--- src/rtl/mfa_pkg.sv ---
// Shared constants, types and register codes of the multichannel frame averager.
// Depends on nothing; every other file of the block refers to it by scoped names.
package mfa_pkg;

  localparam int NUM_SENSORS       = 6;
  localparam int MAX_FRAME_SAMPLES = 128;

  localparam int UNIT_W     = 2;
  localparam int CHAN_W     = 4;
  localparam int RAW_W      = 12;
  localparam int SENS_NUM_W = 3;
  localparam int AVG_W      = 12;
  localparam int MV_W       = 16;

  localparam int CHMAP_W    = 24;
  localparam int UMAP_W     = 6;
  localparam int FS_W       = 16;
  localparam int CFG_DATA_W = 24;
  localparam int CFG_IDX_W  = 2;

  localparam logic [CHMAP_W-1:0] RESET_CHANNEL_MAP = 24'h547630;
  localparam logic [UMAP_W-1:0]  RESET_UNIT_MAP    = 6'd0;
  localparam logic [FS_W-1:0]    RESET_FULL_SCALE  = 16'd2450;

  localparam logic [CHAN_W-1:0] MAX_CHANNEL = 4'd9;
  localparam logic [UNIT_W-1:0] MAX_UNIT    = 2'd1;
  localparam logic [RAW_W-1:0]  MAX_RAW     = {RAW_W{1'b1}};

  // Sensor index, frame counters and sums.
  localparam int IDX_W   = (NUM_SENSORS > 1) ? $clog2(NUM_SENSORS) : 1;
  localparam int COUNT_W = $clog2(MAX_FRAME_SAMPLES + 1);
  localparam int SUM_W   = $clog2(MAX_FRAME_SAMPLES * 4095 + 1);

  // Average times full scale, before the division by the full-scale count.
  localparam int PROD_W     = AVG_W + FS_W;

  // Shared divider: frame sum over frame count.
  localparam int DIV_DW     = SUM_W;
  localparam int DIV_VW     = COUNT_W;
  localparam int DIV_CNT_W  = $clog2(DIV_DW + 1);

  typedef enum logic [CFG_IDX_W-1:0] {
    CFG_CHANNEL_MAP = 2'd0,
    CFG_UNIT_MAP    = 2'd1,
    CFG_FULL_SCALE  = 2'd2
  } cfg_index_e;

  typedef struct packed {
    logic [UNIT_W-1:0] unit;
    logic [CHAN_W-1:0] channel;
    logic [RAW_W-1:0]  adc_code;
  } sample_t;

  typedef struct packed {
    logic [SUM_W-1:0]   sum;
    logic [COUNT_W-1:0] count;
  } acc_rd_t;

  typedef struct packed {
    logic              start;
    logic [DIV_DW-1:0] dividend;
    logic [DIV_VW-1:0] divisor;
  } div_req_t;

  typedef struct packed {
    logic              busy;
    logic              done;
    logic [DIV_DW-1:0] quotient;
  } div_rsp_t;

endpackage

--- src/rtl/mfa_channels.sv ---
// Valid/ready channel interfaces for the sample requests and the result requests.
// Depends on mfa_pkg for the field widths.
interface mfa_in_if;
  logic                          valid;
  logic                          ready;
  logic [mfa_pkg::UNIT_W-1:0]    unit;
  logic [mfa_pkg::CHAN_W-1:0]    channel;
  logic [mfa_pkg::RAW_W-1:0]     adc_code;
  logic                          frame_end;

  modport source (output valid, unit, channel, adc_code, frame_end, input ready);
  modport sink   (input valid, unit, channel, adc_code, frame_end, output ready);
endinterface

interface mfa_out_if;
  logic                            valid;
  logic                            ready;
  logic [mfa_pkg::SENS_NUM_W-1:0]  sensor_number;
  logic                            updated;
  logic [mfa_pkg::AVG_W-1:0]       average_count;
  logic [mfa_pkg::MV_W-1:0]        millivolts;
  logic                            last_result;

  modport source (output valid, sensor_number, updated, average_count, millivolts,
                  last_result, input ready);
  modport sink   (input valid, sensor_number, updated, average_count, millivolts,
                  last_result, output ready);
endinterface

--- src/rtl/mfa_accum.sv ---
// Sensor matching and per-frame sum and count accumulation.
// Depends on mfa_pkg.
module mfa_accum (
  input  logic                              clk_i,
  input  logic                              rst_ni,
  input  logic                              accept_i,
  input  mfa_pkg::sample_t                  sample_i,
  input  logic [mfa_pkg::CHMAP_W-1:0]       channel_map_i,
  input  logic [mfa_pkg::UMAP_W-1:0]        unit_map_i,
  input  logic                              clear_i,
  input  logic [mfa_pkg::IDX_W-1:0]         rd_sel_i,
  output mfa_pkg::acc_rd_t                  rd_o
);

  logic [mfa_pkg::SUM_W-1:0]   sums_q   [mfa_pkg::NUM_SENSORS];
  logic [mfa_pkg::COUNT_W-1:0] counts_q [mfa_pkg::NUM_SENSORS];
  logic [mfa_pkg::COUNT_W-1:0] total_q;

  logic                        tag_ok;
  logic                        hit;
  logic [mfa_pkg::IDX_W-1:0]   hit_idx;
  logic                        take;

  assign tag_ok = (sample_i.channel <= mfa_pkg::MAX_CHANNEL) &&
                  (sample_i.unit <= mfa_pkg::MAX_UNIT);

  // Lowest matching sensor wins, so scan from the top down.
  always_comb begin
    hit     = 1'b0;
    hit_idx = '0;
    for (int s = mfa_pkg::NUM_SENSORS - 1; s >= 0; s--) begin
      if ((channel_map_i[4*s +: 4] == sample_i.channel) &&
          (unit_map_i[s] == sample_i.unit[0])) begin
        hit     = 1'b1;
        hit_idx = mfa_pkg::IDX_W'(s);
      end
    end
  end

  assign take = accept_i && (total_q < mfa_pkg::COUNT_W'(mfa_pkg::MAX_FRAME_SAMPLES));

  always_ff @(posedge clk_i or negedge rst_ni) begin
    if (!rst_ni) begin
      total_q <= '0;
      for (int s = 0; s < mfa_pkg::NUM_SENSORS; s++) begin
        sums_q[s]   <= '0;
        counts_q[s] <= '0;
      end
    end else if (clear_i) begin
      total_q <= '0;
      for (int s = 0; s < mfa_pkg::NUM_SENSORS; s++) begin
        sums_q[s]   <= '0;
        counts_q[s] <= '0;
      end
    end else if (take) begin
      total_q <= total_q + mfa_pkg::COUNT_W'(1);
      if (tag_ok && hit) begin
        sums_q[hit_idx]   <= sums_q[hit_idx] + mfa_pkg::SUM_W'(sample_i.adc_code);
        counts_q[hit_idx] <= counts_q[hit_idx] + mfa_pkg::COUNT_W'(1);
      end
    end
  end

  assign rd_o.sum   = sums_q[rd_sel_i];
  assign rd_o.count = counts_q[rd_sel_i];

endmodule

--- src/rtl/mfa_div.sv ---
// Shared restoring divider, one quotient bit per cycle.
// Depends on mfa_pkg.
module mfa_div (
  input  logic              clk_i,
  input  logic              rst_ni,
  input  mfa_pkg::div_req_t req_i,
  output mfa_pkg::div_rsp_t rsp_o
);

  logic                          busy_q;
  logic                          done_q;
  logic [mfa_pkg::DIV_CNT_W-1:0] cnt_q;
  logic [mfa_pkg::DIV_VW-1:0]    rem_q;
  logic [mfa_pkg::DIV_VW-1:0]    div_q;
  logic [mfa_pkg::DIV_DW-1:0]    quo_q;

  logic [mfa_pkg::DIV_VW:0]      shifted;
  logic                          fits;
  logic [mfa_pkg::DIV_VW:0]      diff;

  assign shifted = {rem_q, quo_q[mfa_pkg::DIV_DW-1]};
  assign fits    = shifted >= {1'b0, div_q};
  assign diff    = shifted - {1'b0, div_q};

  always_ff @(posedge clk_i or negedge rst_ni) begin
    if (!rst_ni) begin
      busy_q <= 1'b0;
      done_q <= 1'b0;
      cnt_q  <= '0;
    end else begin
      done_q <= 1'b0;
      if (req_i.start && !busy_q) begin
        busy_q <= 1'b1;
        cnt_q  <= mfa_pkg::DIV_CNT_W'(mfa_pkg::DIV_DW);
      end else if (busy_q) begin
        cnt_q <= cnt_q - mfa_pkg::DIV_CNT_W'(1);
        if (cnt_q == mfa_pkg::DIV_CNT_W'(1)) begin
          busy_q <= 1'b0;
          done_q <= 1'b1;
        end
      end
    end
  end

  always_ff @(posedge clk_i) begin
    if (req_i.start && !busy_q) begin
      quo_q <= req_i.dividend;
      div_q <= req_i.divisor;
      rem_q <= '0;
    end else if (busy_q) begin
      quo_q <= {quo_q[mfa_pkg::DIV_DW-2:0], fits};
      rem_q <= fits ? diff[mfa_pkg::DIV_VW-1:0] : shifted[mfa_pkg::DIV_VW-1:0];
    end
  end

  assign rsp_o.busy     = busy_q;
  assign rsp_o.done     = done_q;
  assign rsp_o.quotient = quo_q;

endmodule

--- src/rtl/multichannel_frame_averager.sv ---
// Top level of the multichannel frame averager: configuration registers,
// frame-end sequencer, cached results and output register.
// Depends on mfa_pkg, mfa_channels, mfa_accum and mfa_div.
//
//   Channel     Dir  Handshake          Payload
//   samples_i   in   valid/ready        unit, channel, adc_code, frame_end
//   results_o   out  valid/ready        sensor_number, updated, average_count,
//                                       millivolts, last_result
//   cfg_*_i     in   write enable only  cfg_index_i, cfg_data_i
//
// A sample request without frame_end is taken while the block is idle, one per
// cycle. A request with frame_end starts the per-sensor sequence, during which
// no sample is taken. A sensor with samples makes one pass through the
// bit-serial divider for sum/count, then a multiply and a two-step fold that
// divides by 4095. A sensor without samples reports its cached values. A stalled
// sink holds the sequence at the output register. Reset is asynchronous and clears
// all state but the divider's operand, remainder and quotient registers.
module multichannel_frame_averager (
  input  logic                               clk_i,
  input  logic                               rst_ni,
  mfa_in_if.sink                             samples_i,
  mfa_out_if.source                          results_o,
  input  logic                               cfg_we_i,
  input  logic [mfa_pkg::CFG_IDX_W-1:0]      cfg_index_i,
  input  logic [mfa_pkg::CFG_DATA_W-1:0]     cfg_data_i
);

  typedef enum logic [2:0] {
    ST_IDLE,
    ST_AVG_START,
    ST_AVG_WAIT,
    ST_MUL,
    ST_FOLD,
    ST_SCALE,
    ST_EMIT
  } state_e;

  state_e state_q;

  // Configuration registers.
  logic [mfa_pkg::CHMAP_W-1:0] chmap_q;
  logic [mfa_pkg::UMAP_W-1:0]  umap_q;
  logic [mfa_pkg::FS_W-1:0]    fs_q;

  // Cached results, one entry per sensor.
  logic [mfa_pkg::AVG_W-1:0] cache_avg_q [mfa_pkg::NUM_SENSORS];
  logic [mfa_pkg::MV_W-1:0]  cache_mv_q  [mfa_pkg::NUM_SENSORS];

  logic [mfa_pkg::IDX_W-1:0]  sel_q;
  logic [mfa_pkg::AVG_W-1:0]  avg_q;
  logic [mfa_pkg::PROD_W-1:0] prod_q;
  logic [mfa_pkg::MV_W-1:0]   scale_hi_q;
  logic [mfa_pkg::MV_W:0]     fold_q;

  // Output register.
  logic                      out_valid_q;
  logic                      out_upd_q;
  logic [mfa_pkg::AVG_W-1:0] out_avg_q;
  logic [mfa_pkg::MV_W-1:0]  out_mv_q;
  logic                      out_last_q;

  logic              in_accept;
  logic              out_accept;
  logic              sel_last;
  logic              clear;
  mfa_pkg::sample_t  sample;
  mfa_pkg::acc_rd_t  acc_rd;
  mfa_pkg::div_req_t div_req;
  mfa_pkg::div_rsp_t div_rsp;
  logic [mfa_pkg::AVG_W-1:0] quo_avg;
  logic [mfa_pkg::RAW_W:0]   fold_rem;
  logic [mfa_pkg::MV_W-1:0]  mv_scaled;

  assign samples_i.ready = (state_q == ST_IDLE);
  assign in_accept       = samples_i.valid && samples_i.ready;
  assign out_accept      = out_valid_q && results_o.ready;
  assign sel_last        = (sel_q == mfa_pkg::IDX_W'(mfa_pkg::NUM_SENSORS - 1));
  assign clear           = out_accept && out_last_q;

  assign sample.unit     = samples_i.unit;
  assign sample.channel  = samples_i.channel;
  assign sample.adc_code = samples_i.adc_code;

  mfa_accum u_accum (
    .clk_i         (clk_i),
    .rst_ni        (rst_ni),
    .accept_i      (in_accept),
    .sample_i      (sample),
    .channel_map_i (chmap_q),
    .unit_map_i    (umap_q),
    .clear_i       (clear),
    .rd_sel_i      (sel_q),
    .rd_o          (acc_rd)
  );

  // The divider is started for the average only when the sensor has samples.
  always_comb begin
    div_req.start    = (state_q == ST_AVG_START) && (acc_rd.count != '0);
    div_req.dividend = mfa_pkg::DIV_DW'(acc_rd.sum);
    div_req.divisor  = mfa_pkg::DIV_VW'(acc_rd.count);
  end

  mfa_div u_div (
    .clk_i  (clk_i),
    .rst_ni (rst_ni),
    .req_i  (div_req),
    .rsp_o  (div_rsp)
  );

  // The average of in-range samples never exceeds full scale; clamp anyway.
  assign quo_avg = (div_rsp.quotient > mfa_pkg::DIV_DW'(mfa_pkg::MAX_RAW)) ?
                   mfa_pkg::MAX_RAW : div_rsp.quotient[mfa_pkg::AVG_W-1:0];

  // Division of the product by 4095 without a divider. With the product split
  // as hi*4096 + lo it equals hi*4095 + (hi + lo); the fold register holds
  // hi + lo, which is split once more the same way. What is left is below
  // twice 4095, so one compare gives the last quotient bit.
  assign fold_rem  = (mfa_pkg::RAW_W+1)'(fold_q[mfa_pkg::MV_W:mfa_pkg::RAW_W]) +
                     {1'b0, fold_q[mfa_pkg::RAW_W-1:0]};
  assign mv_scaled = scale_hi_q + mfa_pkg::MV_W'(fold_q[mfa_pkg::MV_W:mfa_pkg::RAW_W]) +
                     mfa_pkg::MV_W'(fold_rem >= {1'b0, mfa_pkg::MAX_RAW});

  always_ff @(posedge clk_i or negedge rst_ni) begin
    if (!rst_ni) begin
      chmap_q <= mfa_pkg::RESET_CHANNEL_MAP;
      umap_q  <= mfa_pkg::RESET_UNIT_MAP;
      fs_q    <= mfa_pkg::RESET_FULL_SCALE;
    end else if (cfg_we_i) begin
      unique case (cfg_index_i)
        mfa_pkg::CFG_CHANNEL_MAP: chmap_q <= cfg_data_i[mfa_pkg::CHMAP_W-1:0];
        mfa_pkg::CFG_UNIT_MAP:    umap_q  <= cfg_data_i[mfa_pkg::UMAP_W-1:0];
        mfa_pkg::CFG_FULL_SCALE:  fs_q    <= cfg_data_i[mfa_pkg::FS_W-1:0];
        default: ;
      endcase
    end
  end

  // Frame-end sequencer with its registered outputs.
  always_ff @(posedge clk_i or negedge rst_ni) begin
    if (!rst_ni) begin
      state_q     <= ST_IDLE;
      sel_q       <= '0;
      avg_q       <= '0;
      prod_q      <= '0;
      scale_hi_q  <= '0;
      fold_q      <= '0;
      out_valid_q <= 1'b0;
      out_upd_q   <= 1'b0;
      out_avg_q   <= '0;
      out_mv_q    <= '0;
      out_last_q  <= 1'b0;
      for (int s = 0; s < mfa_pkg::NUM_SENSORS; s++) begin
        cache_avg_q[s] <= '0;
        cache_mv_q[s]  <= '0;
      end
    end else begin
      unique case (state_q)
        ST_IDLE: begin
          if (in_accept && samples_i.frame_end) begin
            sel_q   <= '0;
            state_q <= ST_AVG_START;
          end
        end
        ST_AVG_START: begin
          if (acc_rd.count != '0) begin
            state_q <= ST_AVG_WAIT;
          end else begin
            // No samples this frame: report the cached values unchanged.
            out_valid_q <= 1'b1;
            out_upd_q   <= 1'b0;
            out_avg_q   <= cache_avg_q[sel_q];
            out_mv_q    <= cache_mv_q[sel_q];
            out_last_q  <= sel_last;
            state_q     <= ST_EMIT;
          end
        end
        ST_AVG_WAIT: begin
          if (div_rsp.done) begin
            avg_q   <= quo_avg;
            state_q <= ST_MUL;
          end
        end
        ST_MUL: begin
          prod_q  <= mfa_pkg::PROD_W'(avg_q) * mfa_pkg::PROD_W'(fs_q);
          state_q <= ST_FOLD;
        end
        ST_FOLD: begin
          scale_hi_q <= prod_q[mfa_pkg::PROD_W-1:mfa_pkg::RAW_W];
          fold_q     <= {1'b0, prod_q[mfa_pkg::PROD_W-1:mfa_pkg::RAW_W]} +
                        (mfa_pkg::MV_W+1)'(prod_q[mfa_pkg::RAW_W-1:0]);
          state_q    <= ST_SCALE;
        end
        ST_SCALE: begin
          cache_avg_q[sel_q] <= avg_q;
          cache_mv_q[sel_q]  <= mv_scaled;
          out_valid_q        <= 1'b1;
          out_upd_q          <= 1'b1;
          out_avg_q          <= avg_q;
          out_mv_q           <= mv_scaled;
          out_last_q         <= sel_last;
          state_q            <= ST_EMIT;
        end
        ST_EMIT: begin
          if (out_accept) begin
            out_valid_q <= 1'b0;
            if (out_last_q) begin
              sel_q   <= '0;
              state_q <= ST_IDLE;
            end else begin
              sel_q   <= sel_q + mfa_pkg::IDX_W'(1);
              state_q <= ST_AVG_START;
            end
          end
        end
        default: state_q <= ST_IDLE;
      endcase
    end
  end

  assign results_o.valid         = out_valid_q;
  assign results_o.sensor_number = mfa_pkg::SENS_NUM_W'(sel_q);
  assign results_o.updated       = out_upd_q;
  assign results_o.average_count = out_avg_q;
  assign results_o.millivolts    = out_mv_q;
  assign results_o.last_result   = out_last_q;

`ifndef SYNTHESIS
  // Samples are never taken while a result is pending.
  a_no_overlap: assert property (@(posedge clk_i) disable iff (!rst_ni)
    samples_i.ready |-> !results_o.valid)
    else $error("sample taken while a result is pending");

  // The final result of a run always belongs to the highest sensor.
  a_last_sensor: assert property (@(posedge clk_i) disable iff (!rst_ni)
    (results_o.valid && results_o.last_result) |->
      (results_o.sensor_number == mfa_pkg::SENS_NUM_W'(mfa_pkg::NUM_SENSORS - 1)))
    else $error("last result on the wrong sensor");

  // Once the final result is taken, the block takes samples again.
  a_back_to_idle: assert property (@(posedge clk_i) disable iff (!rst_ni)
    (results_o.valid && results_o.ready && results_o.last_result) |=> samples_i.ready)
    else $error("block not ready after the last result");

  // The divider is only started while it is free.
  a_div_free: assert property (@(posedge clk_i) disable iff (!rst_ni)
    div_req.start |-> !div_rsp.busy)
    else $error("divider started while busy");
`endif

endmodule
--- src/flat_wrapper.sv ---
// flat-port wrapper written by rule: the top's interface ports become plain ports
module multichannel_frame_averager_flat 
  (clk_i, rst_ni, cfg_we_i, cfg_index_i, cfg_data_i, samples_i_valid, samples_i_unit, samples_i_channel, samples_i_adc_code, samples_i_frame_end, samples_i_ready, results_o_valid, results_o_sensor_number, results_o_updated, results_o_average_count, results_o_millivolts, results_o_last_result, results_o_ready);
  mfa_in_if samples_i_i ();
  mfa_out_if results_o_i ();
  input  logic clk_i;
  input  logic rst_ni;
  input  logic cfg_we_i;
  input  logic [mfa_pkg::CFG_IDX_W-1:0] cfg_index_i;
  input  logic [mfa_pkg::CFG_DATA_W-1:0] cfg_data_i;
  input wire logic [$bits(samples_i_i.valid)-1:0] samples_i_valid;
  input wire logic [$bits(samples_i_i.unit)-1:0] samples_i_unit;
  input wire logic [$bits(samples_i_i.channel)-1:0] samples_i_channel;
  input wire logic [$bits(samples_i_i.adc_code)-1:0] samples_i_adc_code;
  input wire logic [$bits(samples_i_i.frame_end)-1:0] samples_i_frame_end;
  output wire logic [$bits(samples_i_i.ready)-1:0] samples_i_ready;
  output wire logic [$bits(results_o_i.valid)-1:0] results_o_valid;
  output wire logic [$bits(results_o_i.sensor_number)-1:0] results_o_sensor_number;
  output wire logic [$bits(results_o_i.updated)-1:0] results_o_updated;
  output wire logic [$bits(results_o_i.average_count)-1:0] results_o_average_count;
  output wire logic [$bits(results_o_i.millivolts)-1:0] results_o_millivolts;
  output wire logic [$bits(results_o_i.last_result)-1:0] results_o_last_result;
  input wire logic [$bits(results_o_i.ready)-1:0] results_o_ready;
  assign samples_i_i.valid = samples_i_valid;
  assign samples_i_i.unit = samples_i_unit;
  assign samples_i_i.channel = samples_i_channel;
  assign samples_i_i.adc_code = samples_i_adc_code;
  assign samples_i_i.frame_end = samples_i_frame_end;
  assign samples_i_ready = samples_i_i.ready;
  assign results_o_valid = results_o_i.valid;
  assign results_o_sensor_number = results_o_i.sensor_number;
  assign results_o_updated = results_o_i.updated;
  assign results_o_average_count = results_o_i.average_count;
  assign results_o_millivolts = results_o_i.millivolts;
  assign results_o_last_result = results_o_i.last_result;
  assign results_o_i.ready = results_o_ready;
  multichannel_frame_averager u_core (.clk_i(clk_i), .rst_ni(rst_ni), .samples_i(samples_i_i), .results_o(results_o_i), .cfg_we_i(cfg_we_i), .cfg_index_i(cfg_index_i), .cfg_data_i(cfg_data_i));
endmodule
--- config.mk ---
export PLATFORM = sky130hd
export DESIGN_NAME = multichannel_frame_averager_flat
export DESIGN_NICKNAME = d
export VERILOG_FILES = /design/src/rtl/mfa_pkg.sv /design/src/rtl/mfa_channels.sv /design/src/rtl/mfa_accum.sv /design/src/rtl/mfa_div.sv /design/src/rtl/multichannel_frame_averager.sv /design/src/flat_wrapper.sv
export SDC_FILE = /design/constraint.sdc
export NUM_CORES = 1
export LEC_CHECK = 0
export ABC_AREA = 1
export BUFFER_PORTS_ARGS = -buffer_cell sky130_fd_sc_hd__buf_2
export CORE_MARGIN = 8
export CORE_UTILIZATION = 40
export CTS_CLUSTER_DIAMETER = 120
export DETAILED_ROUTE_END_ITERATION = 6
export PLACE_DENSITY = 0.63
export SYNTH_ARGS = -nofsm -noshare
export SYNTH_HDL_FRONTEND = slang
export SYNTH_SLANG_ARGS = --single-unit
--- constraint.sdc ---
create_clock -name clk_i -period 5.5 [get_ports clk_i]
set_input_delay 1.1 -clock clk_i [delete_from_list [all_inputs] [get_ports clk_i]]
set_output_delay 1.1 -clock clk_i [all_outputs]
set_load 0.02 [all_outputs]
==> summary.md, run 1 <==
| Metric | Value |
|---|---|
| Grt ovf | `0` |
| Hold Path End | `u_core.results_o.updated$_DFFE_PN0P_` |
| Fmax | `about 0.19 GHz` |
| Reg2Reg Setup Slack | `0.18 ns` |
| Global placer's final weighted congestion | `about 0.9` |
| RSZ-0062 raised after global routing | `yes` |
| Global route hottest layer | `met2` |
| Fin nets | `roughly 4300` |
| Seq/Total Area, Yosys | `a little over two fifths` |
| Worst VDD drop | `around 0.00032 V` |
| Mapped Cells | `between 3000 and 4000` |
| CTS HTree Levels | `2` |
| Min-delay src | `u_core.results_o.updated$_DFFE_PN0P_` |
| Post-CTS Hold Buffers | `0` |
| # DRC | `0` |
| Routing usage on met1 | `30.6%` |
| Mux cell area share after synthesis | `0.105%` |
| Adder-Cell Fraction of Synth Area | `13.4%` |
| Setup WS pre-CTS | `0.0315 ns` |
| Worst R2R Start | `u_core.avg_q[11]$_DFFE_PN0P_` |
| Post-DR vias/cell | `5.35` |
| Main synth FF type | `dfrtp_1` |
| Worst Reg-to-Reg Cells | `21` |
| Vias in the first global route | `26800` |
| R2r endpoint | `u_core.prod_q[25]$_DFFE_PN0N_` |
| DR vias | `approximately 27000` |
| Mapped Nets | `4222` |
| CP required | `roughly 6.0 ns` |
| Area contributors post-synth | `dfrtp_1, nand2_1, fa_1, inv_1, o21ai_0` |
| CTS tree | `done` |
| Clock-pin slew on the worst setup and hold paths | `0.06 ns` |
| CTS Buffer Depth | `3` |
| CP max FO | `7` |
| First-pass GRT wire length | `around 150000 um` |
| Global-route met2 utilization | `between 30% and 40%` |
| Status | `complete, no violations` |
| Worst min path class | `flop to flop` |
| Hold Fails Final Rpt | `0` |
| Port Buf Inserts | `84` |
| Setup Skew | `roughly 0.046 ns` |
| Largest net degree at the start of global routing | `125` |
| Core Box Area | `around 80000 um^2` |
| # setup viols final | `0` |
| Worst Max-Slew Pin Slew | `about 1.2 ns` |
| Leakage Power | `18.3 nW` |
| Max Slew Vio Count | `0` |
| Yosys reg bits | `536` |
| ANT cells | `0` |
| Crit end category | `flop` |
| Initial antenna violation count | `0` |
| Distinct cells, synth | `58` |
| Pwr dens | `544 nW/um^2` |
| Fin crit share | `96.8%` |
| Post-Synth Simple-Gate Area | `17.6%` |
| Worst hold path depth | `2` |
| Avg Inst Size Synth | `8.25 um^2` |
| Tmin final | `approximately 5.3 ns` |
| Share of synthesized registers carrying an async set or reset | `around 93%` |
| Clock Latency Late Sink | `around 0.64 ns` |
| Antenna viol nets, final | `0` |
| Synth area leader | `dfrtp_1` |
| Largest family of logic cells by synthesized area | `simple AND/OR/NAND/NOR gates` |
| Post-DP HPWL | `66300 um` |
| CP peak stage delay | `0.56 ns` |
| Crit path kind | `flop to flop` |
| Max-cap violations | `0` |
| DRT Pass-1 Iters | `5` |
| Synth Area in Compound Gates | `15.4%` |
| Placed insts | `between 5000 and 6000` |
| Layout area overhead | `13.8%` |
| # IOs | `between 80 and 90` |
| Die area | `90100 um^2` |
| Wire length per cell | `18.9 um` |
| Rows | `approximately 100` |
| CP delay by family, top | `adder cells` |
| WP buf/inv | `6` |
| Clk sinks | `536` |
| Die Span X | `300 um` |
| Worst-path cell chain | `buf_4 -> nand2_1 -> inv_1 -> fa_1 -> inv_1 -> fa_1 -> inv_1 -> fa_1 -> fa_1 -> inv_1 -> fa_1 -> inv_1 -> ha_1 -> a21oi_2 -> o21ai_1 -> a21oi_2 -> nand3_2 -> a31o_2 -> or2_2 -> nand3_1 -> o21ai_0` |
| Total GRT Usage | `21.1%` |
| Final Non-Filler Cells | `5132` |
| Startpoint Class | `flop` |
| Initial Util | `40.2%` |
| Final WS setup | `0.178 ns` |
| Mapped Area | `32300 um^2` |
| Post-Synth XOR/XNOR Area | `roughly 1.8%` |
| Top-area cell type share of the netlist area | `37.7%` |
| Layout cell share with drive strength beyond 1 | `a little under an eighth` |
| Synthesis Warnings | `0` |
| Crit path arrival time | `just under 6 ns` |
| CTS Buf Count | `just under 60` |
| First DRT Iteration DRCs | `2366` |
| Grt met3 use | `3.40%` |
| Die height | `around 300 um` |
| Post-synth EDFFs | `27` |
| Routed wire length | `97000 um` |
| Slowest cell on crit path | `fa_1` |
| CTS root buf | `clkbuf_16` |
| Slew HR | `21.2%` |
power breakdown:
part           switching (mW)  internal, mW  total [mW]
registers               0.787          5.17        5.96
clock network            1.71          2.53        4.24
logic                    6.32          3.48        9.80
total                    8.82          11.2        20.0
worst min-delay path, delay by kind of cell (launching register included):
family / cells / cell delay [ns]
flops: 1 / 0.34
simple gates: 2 / 0.10
layout make-up:
type	instances	area, um^2
fillers	7914	43500
multi-input cells	2548	15800
flip-flops and latches	536	13500
inverters	653	2450
clock buffers	78	1650
repair buffers	226	1590
well taps	1060	1330
clock inverters	31	429
metal layers:
layer / share of wire, % / vias to the layer above
li1: - / 12900
met1: 45 / 13300
met2: 45 / 1072
met3: 7.6 / 196
met4: 2.9 / 0
met5: 0 / -
cell families (layout without fill, tap and decap cells):
group,count (synthesis),count (layout)
AOI/OAI and AO/OA,854,854
muxes,3,3
buffers and inverters,829,988
xor gates and xnor gates,66,66
and+or+nand+nor,1366,1366
adders and majority gates,259,259
DFF,536,536
state kept, by name (all words and copies together), names as in the netlist, 16 cells and up:
name                         flops
u_core.scale_hi_q               16
u_core.cache_avg_q              72
u_core.fold_q                   17
u_core.cache_mv_q               96
u_core.u_accum.counts_q         48
u_core.fs_q                     16
u_core.results_o.millivolts     16
u_core.u_accum.sums_q          114
u_core.prod_q                   28
u_core.u_div.quo_q              19
u_core.chmap_q                  24
repair_timing:
item                       in CTS  in global routing
gates cloned                    0                  0
setup buffers                   0                  5
pin swaps                       0                 12
gates resized for setup         1                 41
setup endpoints to repair       1                 12
through the flow:
step | hold slack, ns | total power [mW] | utilization [%] | setup TNS, ns | cell area [um^2]
2_1_floorplan | 0.442 | 12.2 | - | 0 | 32300
3_3_place_gp | 0.454 | 15.3 | 42.9 | 0 | 34500
3_5_place_dp | 0.457 | 15.4 | 42.9 | 0 | 34500
4_1_cts | 0.473 | 19.7 | 45.5 | 0 | 36500
5_1_grt | 0.494 | 21.5 | 45.8 | -0.0680 | 36700
6_report | 0.472 | 20.0 | 45.8 | 0 | 36700
synth_stat cells (all sizes together) (5+ instances only):
library cell,n
or2,10
edfxtp,27
a22oi,47
o21ai,381
dfstp,15
nor3,21
a31oi,11
o221ai,16
inv,649
clkbuf,132
nor4,11
nand2,977
nand3,151
a221oi,14
a21oi,136
nor2,169
dfxtp,8
fa,146
xor2,23
o211ai,18
o22ai,181
o2111ai,12
nand4,18
nand3b,5
a21o,5
o31ai,17
dfrtp,486
ha,113
buf,44
xnor2,43
placed cells by master, fill, tap and decap left out, types with 23 or more instances in the layout:
cell and n:
buf_4 131, ha_1 105, xnor2_1 43, nand3_1 143
buf_2 83, nand2_1 951, o22ai_1 181, o21ai_1 46
a22oi_1 47, clkbuf_16 58, inv_1 615, dfrtp_1 482
xor2_1 23, nor2_1 147, a21oi_1 131, fa_1 142
edfxtp_1 27, o21ai_0 330, inv_2 34
how the worst max path moves through the flow:
stage                     cells past startpoint  slack [ns]                         start                             to
after floorplan                              23        0.05    u_core.fs_q[1]$_DFFE_PN1P_  u_core.prod_q[20]$_DFFE_PN0N_
after global placement                       22        0.04    u_core.fs_q[1]$_DFFE_PN1P_  u_core.prod_q[20]$_DFFE_PN0N_
after detailed placement                     22        0.03    u_core.fs_q[1]$_DFFE_PN1P_  u_core.prod_q[20]$_DFFE_PN0N_
after CTS                                    22        0.06    u_core.fs_q[1]$_DFFE_PN1P_  u_core.prod_q[20]$_DFFE_PN0N_
after global routing                         24       -0.05    u_core.fs_q[4]$_DFFE_PN1P_  u_core.prod_q[20]$_DFFE_PN0N_
final                                        21        0.18  u_core.avg_q[11]$_DFFE_PN0P_  u_core.prod_q[25]$_DFFE_PN0N_
(Power assumes the default switching activity.)
==> run 2, diff against run 1 <==
- ABC_AREA: 1 -> default
==> run 2 against run 1 <==
Effect of this change:
- worst setup slack worse by 0.43 ns
- the run now ends with setup timing left
- sequential share of layout area is 0.40 points lower
- total power down 14%
- area after synthesis shrank 1.4%
- worst hold slack lost 0.0033 ns
- largest cell class unchanged
==> summary.md, run 2 <==
| Metric | Value |
|---|---|
| CTS root buf | `clkbuf_16` |
| Area contributors post-synth | `dfrtp_1, fa_1, mux2_2, nand2_1, ha_1` |
| Synth cell count leaders | `dfrtp_1, nand2_1, inv_1` |
| Core Box Area | `78900 um^2` |
| # setup viols final | `2` |
| Pwr dens | `approximately 460 nW/um^2` |
| Fmax | `0.174 GHz` |
| Synthesis Warnings | `0` |
| Final Non-Filler Cells | `between 4000 and 5000` |
| DR vias | `24800` |
| Hold Fails Final Rpt | `0` |
| Most flop-heavy register | `u_core.u_accum.sums_q` |
| Die area | `a little under 90000 um^2` |
| Layout cell share with drive strength beyond 1 | `21.8%` |
| RSZ-0062 raised after global routing | `yes` |
| Post-DP HPWL | `64700 um` |
| Tmin final | `5.75 ns` |
| Worst R2R Start | `u_core.fs_q[4]$_DFFE_PN1P_` |
| Min-delay src | `u_core.results_o.updated$_DFFE_PN0P_` |
| Clk sinks | `roughly 540` |
| Antenna viol nets, final | `0` |
| Port Buf Inserts | `84` |
| Startpoint Class | `flop` |
| Clock Latency Late Sink | `between 0.6 and 0.7 ns` |
| First-pass GRT wire length | `148000 um` |
| Grt ovf | `0` |
| # IOs | `85` |
| # DRC | `0` |
| CP max FO | `3` |
| Slowest cell on crit path | `fa_1` |
| Vias in the first global route | `25000` |
| Worst Max-Slew Pin Slew | `between 1 and 1.5 ns` |
| Die Span X | `about 300 um` |
| Failing checks | `setup timing` |
| Initial antenna violation count | `3` |
| Critical Path Start | `u_core.fs_q[4]$_DFFE_PN1P_` |
| Initial Util | `40.4%` |
| Share of synthesized registers carrying an async set or reset | `just over 90%` |
| Fill count | `roughly 7400` |
| Mapped Cells | `around 3200` |
| CP required | `roughly 6 ns` |
| Setup_tns | `-0.337 ns` |
| CTS HTree Levels | `2` |
| Main synth FF type | `dfrtp_1` |
| Crit end category | `flop` |
| Post-DR vias/cell | `roughly 5.6` |
| Avg Inst Size Synth | `10.1 um^2` |
| Setup Skew | `0.0399 ns` |
| CTS Buffer Depth | `3` |
| Crit path kind | `flop to flop` |
| Worst min path class | `flop to flop` |
| Placed insts | `roughly 4300` |
| Top-area cell type share of the netlist area | `38.2%` |
| Distinct cells, synth | `between 90 and 100` |
| Critical path's most frequent cell | `fa_1` |
| Largest register FFs | `114` |
| Final WS setup | `-0.251 ns` |
| CTS tree | `done` |
| Rows | `103` |
| Mapped Area | `31900 um^2` |
| Yosys reg bits | `536` |
| Largest registers | `u_core.u_accum.sums_q (114), u_core.cache_mv_q (96), u_core.cache_avg_q (72)` |
| Global placer's final weighted congestion | `approximately 0.95` |
| Wire length per cell | `approximately 21 um` |
| Crit path arrival time | `6.22 ns` |
| Total GRT Usage | `20.6%` |
| DRT Pass-1 Iters | `6` |
| Largest net degree at the start of global routing | `103` |
| Max-cap violations | `0` |
| Most frequent cells in the layout | `dfrtp_1, nand2_1, buf_4` |
| Fin nets | `3656` |
| Synth area leader | `dfrtp_1` |
| Die height | `298 um` |
| Fin crit share | `105%` |
| Worst-path cell chain | `buf_6 -> and2_4 -> fa_1 -> fa_1 -> fa_1 -> fa_1 -> inv_1 -> fa_1 -> inv_1 -> ha_4 -> a2111oi_4 -> or3b_4 -> a31o_4 -> a41o_1 -> or4_4 -> a31oi_4 -> xor2_1 -> o21ai_1` |
| Post-synth EDFFs | `27` |
| Status | `finished, violations left` |
| CTS Buf Count | `a little under 60` |
| Mapped Nets | `around 3500` |
| Top-count cell post-synth | `dfrtp_1` |
| Leakage Power | `17.2 nW` |
| Max Slew Vio Count | `0` |
| CP peak stage delay | `0.58 ns` |
| Clock-pin slew on the worst setup and hold paths | `0.06 ns` |
| Seq/Total Area, Yosys | `42.5%` |
| Worst VDD drop | `~0.00029 V` |
| First DRT Iteration DRCs | `roughly 2000` |
| Slew HR | `about 25%` |
| Routed wire length | `~94000 um` |
| Commonest non-fill, non-tap cell in the layout | `dfrtp_1` |
| Layout area overhead | `16.7%` |
run 2: cell types whose count changed after synthesis, sizes merged, moves of 36 or more:
| cell | change |
|---|---|
| nand2 | -520 |
| a22oi | +66 |
| o21ai | -149 |
| nor2 | -62 |
| mux2 | +159 |
| nand3 | -96 |
| inv | -431 |
| xor2 | +40 |
| a22o | +94 |
| a31oi | +36 |
| and2 | +73 |
| mux2i | +39 |
| clkbuf | +37 |
| o22ai | -167 |
run 2: final timing paths:
check / depth (start not counted) / endpoint / slack [ns]
setup / recovery: 18 / u_core.prod_q[26]$_DFFE_PN0N_ / -0.25
hold / removal: 2 / u_core.results_o.updated$_DFFE_PN0P_ / 0.47
setup reg to reg: 18 / u_core.prod_q[26]$_DFFE_PN0N_ / -0.25
hold reg to reg: 2 / u_core.results_o.updated$_DFFE_PN0P_ / 0.47
max in group asynchronous: 2 / u_core.cache_avg_q[45]$_DFFE_PN0P_ / 3.69
min in group asynchronous: 1 / u_core.cache_mv_q[11]$_DFFE_PN0P_ / 0.51
run 2: cell type report:
class                      instances  area, um^2  area share [%]
clock buffer                      75        1620            4.35
inverter                         218         818            2.20
multi-input combinational       2202       17200            46.2
antenna                            1        2.50         0.00673
tap                             1050        1310            3.53
sequential                       536       13500            36.4
timing repair buffer             331        2420            6.51
clock inverter                    33         300           0.808
run 2: power breakdown:
group	switching (mW)	internal, mW
clock network	1.67	2.26
logic	4.44	3.13
registers	0.768	4.85
run 2: cell families (layout without fill, tap and decap cells):
kind of cell    after synthesis  in the layout  share of synthesized area (%)
simple gates                834            834                           12.0
mux                         201            201                           6.95
buf+inv                     414            657                           5.02
other cells                   0              1                              0
compound gates              795            795                           16.7
flops                       536            536                           42.5
fa+ha+maj                   259            259                           13.6
xor+xnor                    113            113                           3.20
run 2: critical path: cells and delay by family, from the launching register on:
kind | cells | cell delay [ns]
buf+inv | 3 | 0.24
compound gates | 5 | 0.97
simple gates | 3 | 0.99
xor+xnor | 1 | 0.16
flops | 1 | 0.56
fa+ha+maj | 6 | 2.70
run 2: through the flow:
| step | hold slack (ns) | setup slack (ns) | util, % | power, mW | area, um^2 |
|---|---|---|---|---|---|
| 6_report | 0.469 | -0.251 | 47.1 | 17.1 | 37200 |
| 3_3_place_gp | 0.454 | -0.326 | 44.2 | 12.9 | 34900 |
| 2_1_floorplan | 0.448 | -0.175 | - | 10.3 | 32100 |
| 5_1_grt | 0.498 | -0.449 | 47.1 | 18.3 | 37200 |
| 3_5_place_dp | 0.460 | -0.393 | 44.2 | 13.0 | 34900 |
| 4_1_cts | 0.475 | -0.334 | 46.8 | 17.0 | 36900 |
run 2: what timing repair did:
| action | CTS | global route |
|---|---|---|
| pin swaps | 24 | 39 |
| setup buffers | 12 | 8 |
| gates cloned | 0 | 0 |
| endpoints found under the setup margin | 7 | 8 |
| resized for setup | 29 | 49 |
| hold buffers | 0 | 0 |
run 2: metal layers:
layer	track usage (%)	wire length [um]	share of wire, %
met5	0	0	0
met3	3.25	6080	6.5
met2	33.8	44000	47
met1	27.9	40900	43
met4	6.74	3100	3.3
